<file path="src/hw/rtl/ctmt_pkg.sv">
`default_nettype none
package ctmt_pkg;

   localparam int IP_W   = 32;
   localparam int SEC_W  = 32;
   localparam int FRAC_W = 32;
   localparam int NS_W   = 30;
   localparam int SLOT_W = 6;
   localparam int ACT_W  = 2;
   localparam int PROD_W = FRAC_W + NS_W;

   localparam logic [NS_W-1:0] NS_PER_SEC = 30'd1000000000;

   typedef enum logic [1:0] {
      ST_IDLE,
      ST_SCAN,
      ST_DRAIN,
      ST_WRITE
   } state_type;

   typedef enum logic [ACT_W-1:0] {
      ACT_UPDATE  = 2'd0,
      ACT_FILL    = 2'd1,
      ACT_REPLACE = 2'd2
   } action_type;

endpackage
`default_nettype wire

</file>
<file path="src/hw/rtl/ctmt_ram.sv">
`default_nettype none
module ctmt_ram #(
   parameter int WIDTH = 32,
   parameter int DEPTH = 64
) (
   input  wire logic                     clock,
   input  wire logic                     wr_en,
   input  wire logic [$clog2(DEPTH)-1:0] wr_addr,
   input  wire logic [WIDTH-1:0]         wr_data,
   input  wire logic                     rd_en,
   input  wire logic [$clog2(DEPTH)-1:0] rd_addr,
   output logic      [WIDTH-1:0]         rd_data
);

   logic [WIDTH-1:0] mem [DEPTH];
   logic [WIDTH-1:0] rd_data_ff;

   always_ff @(posedge clock) begin
      if (wr_en) begin
         mem[wr_addr] <= wr_data;
      end
      if (rd_en) begin
         rd_data_ff <= mem[rd_addr];
      end
   end

   assign rd_data = rd_data_ff;

endmodule
`default_nettype wire

</file>
<file path="src/hw/rtl/ctmt_ns_conv.sv">
`default_nettype none
module ctmt_ns_conv (
   input  wire logic                         clock,
   input  wire logic [ctmt_pkg::FRAC_W-1:0]  fraction,
   output logic      [ctmt_pkg::NS_W-1:0]    nanoseconds
);
   import ctmt_pkg::*;

   // The product of a 32-bit fraction and 1e9 shifted down by 32 is below 1e9.
   logic [PROD_W-1:0] product_ff;
   logic [PROD_W-1:0] product_in;

   assign product_in = PROD_W'(fraction) * PROD_W'(NS_PER_SEC);

   always_ff @(posedge clock) begin
      product_ff <= product_in;
   end

   assign nanoseconds = product_ff[PROD_W-1:FRAC_W];

endmodule
`default_nettype wire

</file>
<file path="src/hw/rtl/client_time_monitor_table_unit.sv">
`default_nettype none
// A request is taken in IDLE and runs through SCAN, DRAIN and WRITE; WRITE waits
// while a stalled result is still held. req_stall is high outside IDLE, so no new
// request is taken until the result is written. The scan reads the address memory one entry per cycle.
// Reset: synchronous, active high; it clears the per-entry valid bits (all
// entries read as empty), the replacement pointer and both handshakes.
module client_time_monitor_table_unit #(
   parameter int ENTRIES = 64
) (
   input  wire logic                         clock,
   input  wire logic                         reset,
   input  wire logic                         req_valid,
   output logic                              req_stall,
   input  wire logic [ctmt_pkg::IP_W-1:0]    req_client_ip,
   input  wire logic [ctmt_pkg::SEC_W-1:0]   req_offset_seconds,
   input  wire logic [ctmt_pkg::FRAC_W-1:0]  req_offset_fraction,
   output logic                              rsp_valid,
   input  wire logic                         rsp_stall,
   output logic      [ctmt_pkg::SLOT_W-1:0]  rsp_slot_index,
   output logic      [ctmt_pkg::ACT_W-1:0]   rsp_action_code,
   output logic      [ctmt_pkg::SEC_W-1:0]   rsp_stored_seconds,
   output logic      [ctmt_pkg::NS_W-1:0]    rsp_stored_nanoseconds
);
   import ctmt_pkg::*;

   localparam int IDX_W = $clog2(ENTRIES);
   localparam logic [IDX_W-1:0] LAST_IDX = IDX_W'(ENTRIES - 1);

   state_type           state_ff, state_in;
   logic [IDX_W-1:0]    cnt_ff, cnt_in;
   logic                cmp_valid_ff, cmp_valid_in;
   logic [IDX_W-1:0]    cmp_idx_ff, cmp_idx_in;
   logic                rd_vld_ff, rd_vld_in;
   logic                hit_ff, hit_in;
   logic [IDX_W-1:0]    hit_idx_ff, hit_idx_in;
   logic                empty_ff, empty_in;
   logic [IDX_W-1:0]    empty_idx_ff, empty_idx_in;
   logic [IDX_W-1:0]    ptr_ff, ptr_in;
   logic [ENTRIES-1:0]  valid_ff, valid_in;
   logic                rsp_valid_ff, rsp_valid_in;

   logic [IP_W-1:0]     ip_ff, ip_in;
   logic [SEC_W-1:0]    sec_ff, sec_in;
   logic [FRAC_W-1:0]   frac_ff, frac_in;
   logic [SLOT_W-1:0]   rsp_slot_ff, rsp_slot_in;
   action_type          rsp_act_ff, rsp_act_in;
   logic [SEC_W-1:0]    rsp_sec_ff, rsp_sec_in;
   logic [NS_W-1:0]     rsp_ns_ff, rsp_ns_in;

   logic                rd_en;
   logic [IDX_W-1:0]    rd_addr;
   logic [IP_W-1:0]     rd_data;
   logic                wr_en;
   logic [IDX_W-1:0]    wr_addr;
   logic [IP_W-1:0]     entry_ip;
   logic [NS_W-1:0]     ns_value;
   logic [IDX_W-1:0]    slot;
   action_type          action;

   ctmt_ram #(
      .WIDTH (IP_W),
      .DEPTH (ENTRIES)
   ) u_addr_ram (
      .clock   (clock),
      .wr_en   (wr_en),
      .wr_addr (wr_addr),
      .wr_data (ip_ff),
      .rd_en   (rd_en),
      .rd_addr (rd_addr),
      .rd_data (rd_data)
   );

   ctmt_ns_conv u_ns_conv (
      .clock       (clock),
      .fraction    (frac_ff),
      .nanoseconds (ns_value)
   );

   assign entry_ip = rd_vld_ff ? rd_data : '0;

   always_comb begin
      state_in     = state_ff;
      cnt_in       = cnt_ff;
      cmp_valid_in = 1'b0;
      cmp_idx_in   = cnt_ff;
      rd_vld_in    = rd_vld_ff;
      hit_in       = hit_ff;
      hit_idx_in   = hit_idx_ff;
      empty_in     = empty_ff;
      empty_idx_in = empty_idx_ff;
      ptr_in       = ptr_ff;
      valid_in     = valid_ff;
      rsp_valid_in = rsp_valid_ff;
      ip_in        = ip_ff;
      sec_in       = sec_ff;
      frac_in      = frac_ff;
      rsp_slot_in  = rsp_slot_ff;
      rsp_act_in   = rsp_act_ff;
      rsp_sec_in   = rsp_sec_ff;
      rsp_ns_in    = rsp_ns_ff;
      rd_en        = 1'b0;
      rd_addr      = cnt_ff;
      wr_en        = 1'b0;
      slot         = ptr_ff;
      action       = ACT_REPLACE;
      req_stall    = 1'b1;

      if (rsp_valid_ff && !rsp_stall) begin
         rsp_valid_in = 1'b0;
      end

      if (cmp_valid_ff) begin
         if (!hit_ff && entry_ip == ip_ff) begin
            hit_in     = 1'b1;
            hit_idx_in = cmp_idx_ff;
         end
         if (!empty_ff && entry_ip == '0) begin
            empty_in     = 1'b1;
            empty_idx_in = cmp_idx_ff;
         end
      end

      if (hit_ff) begin
         slot   = hit_idx_ff;
         action = ACT_UPDATE;
      end else if (empty_ff) begin
         slot   = empty_idx_ff;
         action = ACT_FILL;
      end
      wr_addr = slot;

      case (state_ff)
         ST_IDLE: begin
            req_stall = 1'b0;
            if (req_valid) begin
               ip_in    = req_client_ip;
               sec_in   = req_offset_seconds;
               frac_in  = req_offset_fraction;
               cnt_in   = '0;
               hit_in   = 1'b0;
               empty_in = 1'b0;
               state_in = ST_SCAN;
            end
         end
         ST_SCAN: begin
            rd_en        = 1'b1;
            rd_vld_in    = valid_ff[cnt_ff];
            cmp_valid_in = 1'b1;
            if (cnt_ff == LAST_IDX) begin
               state_in = ST_DRAIN;
            end else begin
               cnt_in = cnt_ff + 1'b1;
            end
         end
         ST_DRAIN: begin
            state_in = ST_WRITE;
         end
         ST_WRITE: begin
            if (!(rsp_valid_ff && rsp_stall)) begin
               wr_en          = 1'b1;
               valid_in[slot] = 1'b1;
               if (action == ACT_REPLACE) begin
                  ptr_in = (ptr_ff == LAST_IDX) ? '0 : ptr_ff + 1'b1;
               end
               rsp_valid_in = 1'b1;
               rsp_slot_in  = SLOT_W'(slot);
               rsp_act_in   = action;
               rsp_sec_in   = sec_ff;
               rsp_ns_in    = ns_value;
               state_in     = ST_IDLE;
            end
         end
         default: begin
            state_in = ST_IDLE;
         end
      endcase
   end

   always_ff @(posedge clock) begin
      if (reset) begin
         state_ff     <= ST_IDLE;
         cnt_ff       <= '0;
         cmp_valid_ff <= 1'b0;
         rd_vld_ff    <= 1'b0;
         hit_ff       <= 1'b0;
         empty_ff     <= 1'b0;
         ptr_ff       <= '0;
         valid_ff     <= '0;
         rsp_valid_ff <= 1'b0;
      end else begin
         state_ff     <= state_in;
         cnt_ff       <= cnt_in;
         cmp_valid_ff <= cmp_valid_in;
         rd_vld_ff    <= rd_vld_in;
         hit_ff       <= hit_in;
         empty_ff     <= empty_in;
         ptr_ff       <= ptr_in;
         valid_ff     <= valid_in;
         rsp_valid_ff <= rsp_valid_in;
      end
   end

   always_ff @(posedge clock) begin
      cmp_idx_ff   <= cmp_idx_in;
      hit_idx_ff   <= hit_idx_in;
      empty_idx_ff <= empty_idx_in;
      ip_ff        <= ip_in;
      sec_ff       <= sec_in;
      frac_ff      <= frac_in;
      rsp_slot_ff  <= rsp_slot_in;
      rsp_act_ff   <= rsp_act_in;
      rsp_sec_ff   <= rsp_sec_in;
      rsp_ns_ff    <= rsp_ns_in;
   end

   assign rsp_valid              = rsp_valid_ff;
   assign rsp_slot_index         = rsp_slot_ff;
   assign rsp_action_code        = rsp_act_ff;
   assign rsp_stored_seconds     = rsp_sec_ff;
   assign rsp_stored_nanoseconds = rsp_ns_ff;

endmodule
`default_nettype wire

</file>
<file path="config.mk">
export PLATFORM = sky130hd
export DESIGN_NAME = client_time_monitor_table_unit
export DESIGN_NICKNAME = d
export VERILOG_FILES = /design/src/hw/rtl/ctmt_pkg.sv /design/src/hw/rtl/ctmt_ram.sv /design/src/hw/rtl/ctmt_ns_conv.sv /design/src/hw/rtl/client_time_monitor_table_unit.sv
export SDC_FILE = /design/constraint.sdc
export NUM_CORES = 2
export LEC_CHECK = 0
export ABC_AREA = 1
export BUFFER_PORTS_ARGS = -buffer_cell sky130_fd_sc_hd__buf_2
export CAP_MARGIN = 10
export CORE_ASPECT_RATIO = 0.8
export CORE_UTILIZATION = 30
export CTS_CLUSTER_DIAMETER = 100
export DETAILED_ROUTE_END_ITERATION = 8
export PLACE_DENSITY = 0.47
export SLEW_MARGIN = 20
export SYNTH_ARGS = -nofsm -noshare
export SYNTH_HDL_FRONTEND = slang
export SYNTH_HIERARCHICAL = 1
export SYNTH_SLANG_ARGS = --single-unit
</file>
<file path="constraint.sdc">
create_clock -name clock -period 9.4 [get_ports clock]
set_clock_uncertainty 0.2 [all_clocks]
set_input_delay 2.35 -clock clock [delete_from_list [all_inputs] [get_ports clock]]
set_output_delay 2.35 -clock clock [all_outputs]
set_load 0.02 [all_outputs]
</file>
==> impl_metrics.json <==
{
  "rsz0062_at_grt": "no",
  "grt_pass1_wl_mm": 508,
  "finalSetupViolations": 0,
  "crit_path_max_incr_delay_ps": 700,
  "htree_levels": 5,
  "syn_inst": 9407,
  "initial_core_util_pct": 30.2,
  "multiInputGateArea_um2": 33400,
  "synthArstFlopShare_pct": 0,
  "cts_setup_buffers": 0,
  "synth-edff-count": 2258,
  "cts_buffer_depth": 4,
  "min_period_over_period_pct": 69.9,
  "synth_nets": 10100,
  "die_w_um": 673,
  "wire_per_inst_um": 24.4,
  "worstPathMaxFanout": 7,
  "postRouteAntennaNets": 0,
  "fp-row-count": 196,
  "cts.repair.resized": 0,
  "slew_headroom_pct": 17.3,
  "yosys.area.top_type_share_pct": 62.8,
  "min_path_type": "register to register",
  "start_kind": "register",
  "drt_first_pass_iters": 6,
  "detail_route.drc_violations": 0,
  "wirelength_mm": 354,
  "crit_path_frequent_cell": "fa_1",
  "synth_area_leaders": "edfxtp_1, nand2_1, nand3_1",
  "hold_viol_final": 0,
  "ys_seq_area_share_pct": 65.0,
  "area_delta_synth_final_pct": 13.7,
  "cp-end-kind": "register",
  "pin_count": 172,
  "vias": 72000,
  "nFillCells": 35100,
  "first_iter_violations": 7567,
  "synth_commonest_cells": "nand2_1, edfxtp_1, nand3_1",
  "ys_types": 50,
  "via_per_inst": 4.97,
  "gp_congestion": 0.852,
  "path_clk_slew_ps": 60,
  "finalSetupTns_ps": 0,
  "ys_ff_latch": 2377,
  "cts_root_buffer": "clkbuf_16",
  "finalWorstPathRequiredPeriod_ps": 6570,
  "critical_path_buf_inv_count": 5,
  "worst_pin_slew_ps": 1240,
  "cp.required_ps": 9970,
  "synthFlopType": "edfxtp_1",
  "synth_top_area_cell": "edfxtp_1",
  "worstPathArrival_ps": 7130,
  "dieHeight_um": 539,
  "yosysMostFrequentCell": "nand2_1",
  "core_area_um2": 357000,
  "critPathKind": "register to register",
  "synth_area_um2": 108000,
  "ys_warn_count": 6,
  "worstHoldStart": "u_ns_conv/product_ff[57]",
  "fin_nets": 10200,
  "drive_above_1_share_pct": 8.45,
  "cts.sinks": 2377,
  "reg2reg_from": "frac_ff[1]",
  "maxCapViolCount": 0,
  "grt_start_max_net_pins": 229,
  "track_usage_pct": 19.1,
  "antenna_found_initial": 27,
  "io_buffers": 171,
  "cts_buffers": 272,
  "cpLargestDelayFamily": "adder cells",
  "crit_start": "frac_ff[1]",
  "status": "completed",
  "cts_hold_buf": 0,
  "critical_path.slowest_cell": "edfxtp_1",
  "dieArea_um2": 362000,
  "grt-ovfl-total": 0,
  "clock.fmax_mhz": 152,
  "dp_hpwl_mm": 201,
  "grt_pass1_vias": 69500,
  "clk_latency_ps": 900,
  "syn_area_per_cell_um2": 11.5,
  "seq_area_um2": 70200,
  "worstPathCellList": "inv_1 -> fa_1 -> fa_1 -> fa_1 -> fa_1 -> fa_1 -> inv_1 -> fa_1 -> inv_1 -> fa_1 -> inv_1 -> ha_1 -> nand2_1 -> nor2_1 -> nand2_1 -> inv_2 -> nand4_1 -> nand3_1 -> xor2_1",
  "slew_viol_final": 0,
  "cts_tree": "done"
}
-- final timing paths --
check | endpoint | slack (ps) | cells past startpoint
max | u_ns_conv/product_ff[32] | 2830 | 19
min | rsp_stored_nanoseconds[25] | 210 | 0
max reg2reg | u_ns_conv/product_ff[32] | 2830 | 19
min reg2reg | rsp_stored_nanoseconds[25] | 210 | 0
-- worst reg2reg max path: stages, from the launching register on --
cell and delay [ps]:
edfxtp_1 700, inv_1 150, fa_1 600, fa_1 460, fa_1 450, fa_1 520, fa_1 500, inv_1 50
fa_1 490, inv_1 60, fa_1 500, inv_1 50, ha_1 410, nand2_1 200, nor2_1 310, nand2_1 110
inv_2 100, nand4_1 100, nand3_1 150, xor2_1 310
-- routing by layer --
metal | part of all wire, % | track usage, % | vias to the layer above | wire length (um)
li1 | - | - | 32600 | -
met1 | 49 | 29.8 | 36400 | 173000
met2 | 42 | 27.5 | 2561 | 147000
met3 | 7.4 | 3.15 | 428 | 26000
met4 | 2.3 | 4.38 | 4 | 7980
met5 | 0.0076 | 0 | - | 27
-- cells in the final DEF, fill, tap and decap left out, types with 5 or more instances in the layout --
master      synthesis  layout
inv_1             655     651
nor3_2              6       6
clkbuf_1           94      64
o21ai_0            42      42
nor2_1            233     177
clkbuf_16           0     276
diode_2             0      12
nor3_1             11      11
clkinv_2            0      23
fa_1              311     311
dfxtp_4             0       5
nor3_4              5       5
xor2_1             21      21
ha_1              270     269
nor2_2              9       9
buf_2             287     171
nor4_2              1       9
edfxtp_1         2258    2258
inv_6               0      14
xnor2_1            12      12
a21oi_1           132     132
inv_2              15      15
nand2_1          2710    2710
clkinvlp_4          0       7
buf_4              45     149
o21bai_1            9       9
dfxtp_1           119     113
nor2_4              6      62
nand4_1            40      40
buf_12              0      13
nand3_1          2012    2012
clkinv_8            0       5
bufinv_16           0      17
clkinv_1            3      51
nand2_2            13      13
-- flip-flops by register name, summed over array words and instances (netlist names), 2 cells and up --
| name | count |
|---|---|
| rsp_action_code | 2 |
| cmp_idx_ff | 6 |
| valid_ff | 64 |
| rsp_stored_seconds | 32 |
| rsp_slot_index | 6 |
| rsp_stored_nanoseconds | 30 |
| u_addr_ram/mem | 2048 |
| ptr_ff | 6 |
| hit_idx_ff | 6 |
| cmp_idx_in | 6 |
| frac_ff | 32 |
| u_ns_conv/product_ff | 30 |
| empty_idx_ff | 6 |
| state_ff | 2 |
| sec_ff | 32 |
| u_addr_ram/rd_data | 32 |
| ip_ff | 32 |
-- kinds of logic after synthesis --
family          synth area share, %
flops                          65.0
buf+inv                        4.53
simple gates                   20.3
fa+ha+maj                      8.90
xor+xnor                      0.268
compound gates                0.987
-- layout make-up --
class,instances,share of cell area [%]
antenna,12,0.0245
inverter,674,2.09
sequential,2377,57.2
clock buffer,344,5.87
timing repair buffer,335,1.85
tap,4752,4.84
multi-input combinational,5882,27.2
clock inverter,118,0.937
-- metrics by stage --
step	setup WS, ps	instance area (um2)	hold slack (ps)	util, %	instances
6_report	2830	123000	211	34.3	14500
4_1_cts	2810	123000	209	34.3	14500
2_1_floorplan	701	108000	160	-	9407
3_5_place_dp	2910	114000	193	32.0	14000
5_1_grt	2440	123000	219	34.3	14500
3_3_place_gp	2820	114000	197	32.0	14000
Power is not shown: default switching activity piles up to over one toggle a cycle in this logic, so the estimate is an artifact.
